===== config.mk =====
export PLATFORM = sky130hd
export DESIGN_NAME = ttd_fifo
export DESIGN_NICKNAME = d
export VERILOG_FILES = /design/src/rtl/ttd_pkg.sv /design/src/rtl/ttd_fifo.sv
export SDC_FILE = /design/constraint.sdc
export NUM_CORES = 1
export LEC_CHECK = 0
export ABC_AREA = 1
export BUFFER_PORTS_ARGS = -buffer_cell sky130_fd_sc_hd__buf_2
export CAP_MARGIN = 20
export CORE_MARGIN = 2
export CORE_UTILIZATION = 60
export CTS_BUF_LIST = sky130_fd_sc_hd__clkbuf_8
export DETAILED_ROUTE_END_ITERATION = 8
export PLACE_DENSITY_LB_ADDON = 0.2
export SLEW_MARGIN = 20
export SYNTH_ARGS = -nofsm -noshare
export SYNTH_HDL_FRONTEND = slang
export SYNTH_SLANG_ARGS = --single-unit

===== constraint.sdc =====
create_clock -name clk -period 3.38 [get_ports clk]
set_input_delay 0.676 -clock clk [delete_from_list [all_inputs] [get_ports clk]]
set_output_delay 0.676 -clock clk [all_outputs]
set_load 0.01 [all_outputs]

===== src/rtl/ttd_pkg.sv =====
// Shared types, constants and codes of the tilt-to-differential-drive block.
package ttd_pkg;

    // Field widths.
    localparam int SMP_W  = 16;
    localparam int CFG_W  = 15;
    localparam int SPD_W  = 7;
    localparam int DIR_W  = 2;
    localparam int IDX_W  = 2;

    // Direction codes.
    localparam logic [DIR_W-1:0] DIR_STOP = 2'd0;
    localparam logic [DIR_W-1:0] DIR_FWD  = 2'd1;
    localparam logic [DIR_W-1:0] DIR_BWD  = 2'd2;

    // Register indexes.
    localparam logic [IDX_W-1:0] CFG_ACCEL_THR = 2'd0;
    localparam logic [IDX_W-1:0] CFG_GYRO_THR  = 2'd1;
    localparam logic [IDX_W-1:0] CFG_MIN_SPEED = 2'd2;
    localparam logic [IDX_W-1:0] CFG_MAX_SPEED = 2'd3;

    // Register reset values.
    localparam logic [CFG_W-1:0] ACCEL_THR_RST = 15'd5000;
    localparam logic [CFG_W-1:0] GYRO_THR_RST  = 15'd3000;
    localparam logic [SPD_W-1:0] MIN_SPEED_RST = 7'd30;
    localparam logic [SPD_W-1:0] MAX_SPEED_RST = 7'd80;

    localparam logic [CFG_W-1:0] FULL_SCALE = 15'd32000;

    // Queue between front and back.
    localparam int QDEPTH = 4;
    localparam int QPW    = $clog2(QDEPTH);

    // Arithmetic widths.
    localparam int SQ_W    = 31;   // square of a 16-bit magnitude
    localparam int SUM_W   = 32;   // sum of two squares
    localparam int ROOT_W  = 16;
    localparam int REM_W   = 19;   // square root partial remainder
    localparam int NUM_W   = 24;   // dividend magnitude, padded
    localparam int DREM_W  = 15;   // division remainder
    localparam int BASE_W  = 26;   // signed base before clamping

    // Pipeline shape of the back end.
    localparam int SQ_STAGES  = 4;
    localparam int SQ_STEPS   = ROOT_W / SQ_STAGES;
    localparam int DIV_STAGES = 4;
    localparam int DIV_STEPS  = NUM_W / DIV_STAGES;
    localparam int POS_MUL    = SQ_STAGES + 1;
    localparam int POS_BASE   = POS_MUL + DIV_STAGES + 1;
    localparam int NPOS       = POS_BASE + 1;

    // floor(3*b/5) == (b*615) >> 10 for every b below 128.
    localparam int TRIM_MUL   = 615;
    localparam int TRIM_SHIFT = 10;
    localparam int TRIM_W     = SPD_W + TRIM_SHIFT;

    typedef struct packed {
        logic [CFG_W-1:0] acc_lim;
        logic [CFG_W-1:0] rot_lim;
        logic [SPD_W-1:0] min_speed;
        logic [SPD_W-1:0] max_speed;
    } cfg_t;

    typedef struct packed {
        logic acc_mv;
        logic gyr_mv;
        logic ay_mv;
        logic ax_trim;
        logic gz_pos;
        logic ay_pos;
        logic ax_pos;
    } flags_t;

    typedef struct packed {
        logic [SQ_W-1:0] sq_x;
        logic [SQ_W-1:0] sq_y;
        flags_t          flags;
    } cls_t;

endpackage


===== src/rtl/ttd_fifo.sv =====
// Short queue of classified samples between the front and back ends.
module ttd_fifo
    import ttd_pkg::*;
(
    input  logic clk,
    input  logic rst_n,
    input  logic push,
    input  cls_t push_data,
    input  logic pop,
    output cls_t pop_data,
    output logic full,
    output logic empty
);

    cls_t           mem [QDEPTH];
    logic [QPW-1:0] wr_ptr_reg;
    logic [QPW-1:0] wr_ptr_next;
    logic [QPW-1:0] rd_ptr_reg;
    logic [QPW-1:0] rd_ptr_next;
    logic [QPW:0]   count_reg;
    logic [QPW:0]   count_next;

    assign full     = count_reg == (QPW+1)'(QDEPTH);
    assign empty    = count_reg == '0;
    assign pop_data = mem[rd_ptr_reg];

    always_comb
    begin
        wr_ptr_next = push ? wr_ptr_reg + 1'b1 : wr_ptr_reg;
        rd_ptr_next = pop ? rd_ptr_reg + 1'b1 : rd_ptr_reg;
        count_next  = count_reg;
        if (push && !pop)
        begin
            count_next = count_reg + 1'b1;
        end
        else if (pop && !push)
        begin
            count_next = count_reg - 1'b1;
        end
    end

    always_ff @(posedge clk or negedge rst_n)
    begin
        if (!rst_n)
        begin
            wr_ptr_reg <= '0;
            rd_ptr_reg <= '0;
            count_reg  <= '0;
        end
        else
        begin
            wr_ptr_reg <= wr_ptr_next;
            rd_ptr_reg <= rd_ptr_next;
            count_reg  <= count_next;
        end
    end

    always_ff @(posedge clk)
    begin
        if (push)
        begin
            mem[wr_ptr_reg] <= push_data;
        end
    end

    a_no_overflow: assert property (@(posedge clk) disable iff (!rst_n)
        !(push && full)) else $error("queue written while full");

    a_no_underflow: assert property (@(posedge clk) disable iff (!rst_n)
        !(pop && empty)) else $error("queue read while empty");

    a_count_up: assert property (@(posedge clk) disable iff (!rst_n)
        (push && !pop) |=> (count_reg == $past(count_reg) + 1'b1))
        else $error("queue count did not follow a lone write");

endmodule


==> results of run 1 <==
-- where the power goes --
group / internal, W / switching, W
logic: 0.00147 / 0.00259
registers: 0.00460 / 0.000321
clock network: 0.00130 / 0.00118
-- per-stage QoR --
stage               power [W]  setup WS (ns)
floorplan            0.007973         0.6450
global placement     0.009028         0.9707
detailed placement   0.009127         0.9365
CTS                   0.01163         0.3269
global route          0.01218         0.2054
finish                0.01147         0.3540
-- per-layer routing --
layer  routed length (um)  vias to the layer above  track usage
li1                     -                     3274            -
met1                 9083                     3143       0.2640
met2                10130                      185       0.3253
met3                 1219                       31      0.05132
met4                  382                        0      0.06336
met5                    0                        -            0
-- cell usage in the layout (no fill, tap or decap), types with 2 or more instances in the layout --
cell type and n:
edfxtp_1 276, nand2_1 220, inv_1 165, buf_2 143, o211ai_2 80, o211ai_1 58, clkbuf_8 45, clkinv_2 8
buf_12 8, clkinv_1 7, buf_4 6, ha_1 5, dfrtp_1 5, xor2_1 3, diode_2 2, nor3_1 2
dfrtp_4 2
-- area by class of cell --
| class | count | share of cell area |
|---|---|---|
| diodes | 2 | 0.0003713 |
| clock buffers | 45 | 0.04595 |
| flip-flops and latches | 283 | 0.6284 |
| clock inverters | 31 | 0.01086 |
| repair buffers | 158 | 0.06906 |
| well taps | 265 | 0.02460 |
| multi-input cells | 373 | 0.1785 |
| inverters | 150 | 0.04224 |
-- kinds of logic after synthesis --
family	Yosys count	share of synthesized area
fa+ha+maj	6	0.006966
compound gates	139	0.1216
xor+xnor	4	0.002956
simple gates	224	0.07145
flops	283	0.7139
buf+inv	197	0.08316
-- worst register-to-register path: cells and delay by family (launching register included) --
family,cells,cell delay [ns]
buf+inv,3,0.97
fa+ha+maj,1,0.19
simple gates,1,0.07
flops,1,0.40
-- timing repair --
| action | CTS | global route |
|---|---|---|
| resized for setup | 0 | 0 |
| endpoints found under the hold margin | 7 | 0 |
| hold buffers | 1 | 0 |
-- worst max-delay path by stage --
| stage | from | slack [ns] | depth (start not counted) | to |
|---|---|---|---|---|
| finish | rd_ptr_reg[0]$_DFFE_PN0P_ | 0.35 | 5 | pop_data[24] |
| global route | rd_ptr_reg[0]$_DFFE_PN0P_ | 0.21 | 5 | pop_data[24] |
| CTS | rd_ptr_reg[0]$_DFFE_PN0P_ | 0.33 | 5 | pop_data[24] |
| detailed placement | rd_ptr_reg[0]$_DFFE_PN0P_ | 0.94 | 5 | pop_data[22] |
| global placement | rd_ptr_reg[0]$_DFFE_PN0P_ | 0.97 | 5 | pop_data[66] |
| floorplan | push | 0.64 | 3 | mem[0][0]$_DFFE_PP_ |
==> results.cfg, run 1 <==
[clock_network]
htreeDepth = 2
cts_buffers = 45
clk-insertion-delay-late_ns = 0.53
cts.path.max_buffers = 3
cts_sinks = 283
root_buffer = clkbuf_8
cts_setup_buffers = 0
cts_tree = yes
clk_pin_slew_worst_paths_ns = 0.06

[sta]
rsz0062_at_grt = false
final-hold-violation-count = 0
drv_slew = 0
slew_headroom = 0.5518
clock.fmax_mhz = 330.5
setup_viol = 0
min_period_over_period = 0.8953
finalCriticalPeriod_ns = 3.026
whs_ns = 0.3627
clock-skew-final_ns = 0.01648
fin_tns_setup_ns = 0
worstMarginPinSlew_ns = 0.6723

[logic_synthesis]
synthTopCellsByArea = edfxtp_1 (70%), o211ai_2 (8.4%), nand2_1 (7.0%), inv_1 (4.7%), o211ai_1 (3.7%)
synth_flop_cell = edfxtp_1
async_flop_share = 0.02473
synth_area_mm2 = 0.01186
avgSynthCellArea_um2 = 13.90
ys_seq_area_frac = 0.7139
synth_common_cells = edfxtp_1 (276), nand2_1 (220), inv_1 (148)
synthMostInstantiatedCell = edfxtp_1
ys_seq_elements = 283
yosysWarnings = 0
postSynthCellCount = 853
syn-num-nets = 932
yosys.area.top_type = edfxtp_1
yosysUniqueCellTypes = 21
synth.top_cell.area_share = 0.6991
synth_edf_count = 276

[setup_path]
r2r_setup_slack_ns = 1.48
rr_startpoint = wr_ptr_reg[0]$_DFFE_PN0P_
crit_fanout = 89
crit_path_start_kind = flop
worstPathCellList = buf_12, nand2_1, o211ai_1, nand2_1, buf_2
arrival_ns = 2.35
crit_type = flop to primary output
r2r-end = mem[2][68]$_DFFE_PP_
cp_slowest_cell = dfrtp_4
critical-path-top-delay-family = flip-flops
rr_worst_depth = 5
crit_path_end_kind = primary output
cpPeakStageDelay_ns = 0.87
path_buf_inv = 2
crit_required_ns = 2.70
crit_top_cell = nand2_1

[power]
power_density_mw_per_mm2 = 851.3
leakage_nw = 5.583
ir_drop_uv = 576.3

[job]
drv_cap = 0

[final_layout]
final-seq-area_mm2 = 0.008471
multi_input_area_mm2 = 0.002406
final.fill_count = 1385
fin_cells = 1307
layout-drive-gt1-share = 0.2817
fin_nets = 1090
postLayoutCoreUtil = 0.6949
largest_reg_flops = 276
area_growth_pct = 13.70
finalInstanceArea_mm2 = 0.01348

[worst_hold_path]
worstHoldPathType = input port to flop
holdPathStages = 1
hp-start = push_data[6]
hold-path-endpoint = mem[3][6]$_DFFE_PP_

[die]
start_util = 0.6111
fp.dieArea_mm2 = 0.02090
core_region_area_mm2 = 0.01940
num_io_pins = 144
rows = 51
fp.dieH_um = 144.6
die_x_um = 144.6

[global_routing]
track_usage = 0.1988
grt_pass1_wl_mm = 31.55
antenna_found_initial = 2
first_global_vias = 6223
grt_max_degree = 90
grt_overflow = 0

[place]
placed_cells = 1228
place_area_mm2 = 0.01270
gp_congestion = 0.7194
portBuffers = 143
dp_hpwl_mm = 12.05

[run_status]
status = completed

[route]
drtAntennaViolNets = 0
drt-pass1-iter-count = 4
route.detailed.drc = 0
via_per_inst = 5.075
wl_per_cell_um = 15.93
wl_mm = 20.81
drtIter0Drc = 314
vias = 6633
No activity file was read; power rests on OpenSTA's default activity.
==> run 2, diff against run 1 <==
--- a/config.mk
+++ b/config.mk
@@ -8,7 +8,7 @@
 export ABC_AREA = 1
 export BUFFER_PORTS_ARGS = -buffer_cell sky130_fd_sc_hd__buf_2
 export CAP_MARGIN = 20
-export CORE_MARGIN = 2
+export CORE_MARGIN = 4
 export CORE_UTILIZATION = 60
 export CTS_BUF_LIST = sky130_fd_sc_hd__clkbuf_8
 export DETAILED_ROUTE_END_ITERATION = 8
==> constraint.sdc (replaced) <==
create_clock -name clk -period 3.38 [get_ports clk]
set_input_delay 1.014 -clock clk [delete_from_list [all_inputs] [get_ports clk]]
set_output_delay 1.014 -clock clk [all_outputs]
set_load 0.01 [all_outputs]
==> run 2 against run 1 <==
Critical path depth decreased by 1; cell count up 0.38%; non-clock buffer count increased by 7; via count up 1.1%; maximum frequency fell by 4.8%; clock skew decreased by 0.010 ns; worst hold slack lost 0.040 ns; combinational power increased by 4%; die area is 5.6% higher; utilization grew 0.22 points; critical path type unchanged; highest routed layer is now met5.
==> results.cfg, run 2 (synthesis results as in run 1) <==
[run_status]
status = completed

[global_routing]
grt_pass1_wl_mm = 33.93
track_usage = 0.1962
first_global_vias = 6771
grt_overflow = 0
antenna_found_initial = 4
grt_max_degree = 70

[clock_network]
clk_pin_slew_worst_paths_ns = 0.06
ctsHoldBuffers = 0
cts.path.max_buffers = 3
cts_tree = yes
cts_sinks = 283
ctsResizeCount = 0
htreeDepth = 2
cts_setup_buffers = 0
root_buffer = clkbuf_8
clk-insertion-delay-late_ns = 0.52
cts_buffers = 45

[final_layout]
final.fill_count = 1347
fin_nets = 1097
largest_reg_flops = 276
multi_input_area_mm2 = 0.002406
layout-drive-gt1-share = 0.2909
area_growth_pct = 14.44
final-seq-area_mm2 = 0.008471
layout_common_cells = edfxtp_1 (276), nand2_1 (220), inv_1 (161), buf_2 (143), o211ai_2 (80)
fin_cells = 1312
layout_commonest_cell = edfxtp_1

[die]
die_x_um = 148.6
fp.dieArea_mm2 = 0.02207
fp.dieH_um = 148.6
start_util = 0.6091
num_io_pins = 144
rows = 51
core_region_area_mm2 = 0.01946

[setup_path]
rr_worst_depth = 5
crit_fanout = 50
crit_type = flop to primary output
crit_path_end_kind = primary output
crit_required_ns = 2.37
rr_startpoint = wr_ptr_reg[0]$_DFFE_PN0P_
arrival_ns = 2.16
r2r-end = mem[2][33]$_DFFE_PP_
r2r_setup_slack_ns = 1.58
crit_path_start_kind = flop

[power]
design_power_total_w = 0.01157
ir_drop_uv = 564.8
power_density_mw_per_mm2 = 852.5
leakage_nw = 5.622

[worst_hold_path]
worstHoldPathType = input port to asynchronous set/reset pin

[route]
drtIter0Drc = 317
route.detailed.drc = 0
via_per_inst = 5.111
vias = 6706
wl_per_cell_um = 16.26
drtAntennaViolNets = 0
wl_mm = 21.33
drt-pass1-iter-count = 4

[place]
gp_congestion = 0.7337
portBuffers = 143
dp_hpwl_mm = 12.63
placed_cells = 1236

[job]
drv_cap = 0

[sta]
setup_viol = 0
fin_tns_setup_ns = 0
slew_headroom = 0.5371
min_period_over_period = 0.9402
rsz0062_at_grt = false
worstMarginPinSlew_ns = 0.6944
drv_slew = 0
clock-skew-final_ns = 0.006087
clock.fmax_mhz = 314.7
final-hold-violation-count = 0
finalCriticalPeriod_ns = 3.178
run 2: changes by cell type in the layout (fill, tap and decap cells not counted), sizes merged:
cell and change:
dlygate4sd3 -1, bufinv -1, clkinv -2, buf +8, clkbuf +1
run 2: routing by layer:
metal | share of wire | up-vias | GRT usage
met5 | 0.0014 | - | 0
li1 | - | 3306 | -
met2 | 0.50 | 156 | 0.3342
met4 | 0.020 | 4 | 0.06420
met3 | 0.050 | 36 | 0.04113
met1 | 0.43 | 3204 | 0.2544
run 2: layout make-up:
type,instances,share of cell area
diodes,2,0.0003689
clock buffers,46,0.04667
clock inverters,28,0.008300
inverters,150,0.04159
multi-input cells,373,0.1773
flip-flops and latches,283,0.6244
well taps,265,0.02444
repair buffers,165,0.07692
run 2: power breakdown:
part           internal [W]  total, W  switching [W]
logic               0.00159   0.00423        0.00264
registers           0.00460   0.00491       0.000305
clock network       0.00125   0.00243        0.00118
total               0.00744    0.0116        0.00412
run 2: worst max-delay path, cell delays in order, from the launching register on:
cell and delay, ns:
dfrtp_4 0.87, buf_4 0.34, o211ai_2 0.11, nand2_1 0.15
buf_2 0.15
run 2: stage by stage:
step / hold slack [ns] / area [um^2] / util / setup slack (ns)
floorplan: 0.4634 / 11860 / - / 0.3070
global placement: 0.4962 / 12820 / 0.6585 / 0.7524
detailed placement: 0.4924 / 12820 / 0.6585 / 0.7397
CTS: 0.2971 / 13560 / 0.6968 / 0.1617
global route: 0.2934 / 13560 / 0.6969 / 0.06487
finish: 0.3222 / 13570 / 0.6971 / 0.2022
run 2: worst max-delay path by stage:
stage / startpoint / endpoint / slack, ns / depth (start not counted)
finish: rd_ptr_reg[0]$_DFFE_PN0P_ / pop_data[54] / 0.20 / 4
global route: rd_ptr_reg[0]$_DFFE_PN0P_ / pop_data[40] / 0.06 / 5
CTS: rd_ptr_reg[0]$_DFFE_PN0P_ / pop_data[54] / 0.16 / 4
detailed placement: rd_ptr_reg[0]$_DFFE_PN0P_ / pop_data[54] / 0.74 / 4
global placement: rd_ptr_reg[0]$_DFFE_PN0P_ / pop_data[54] / 0.75 / 4
floorplan: push / mem[0][0]$_DFFE_PP_ / 0.31 / 3
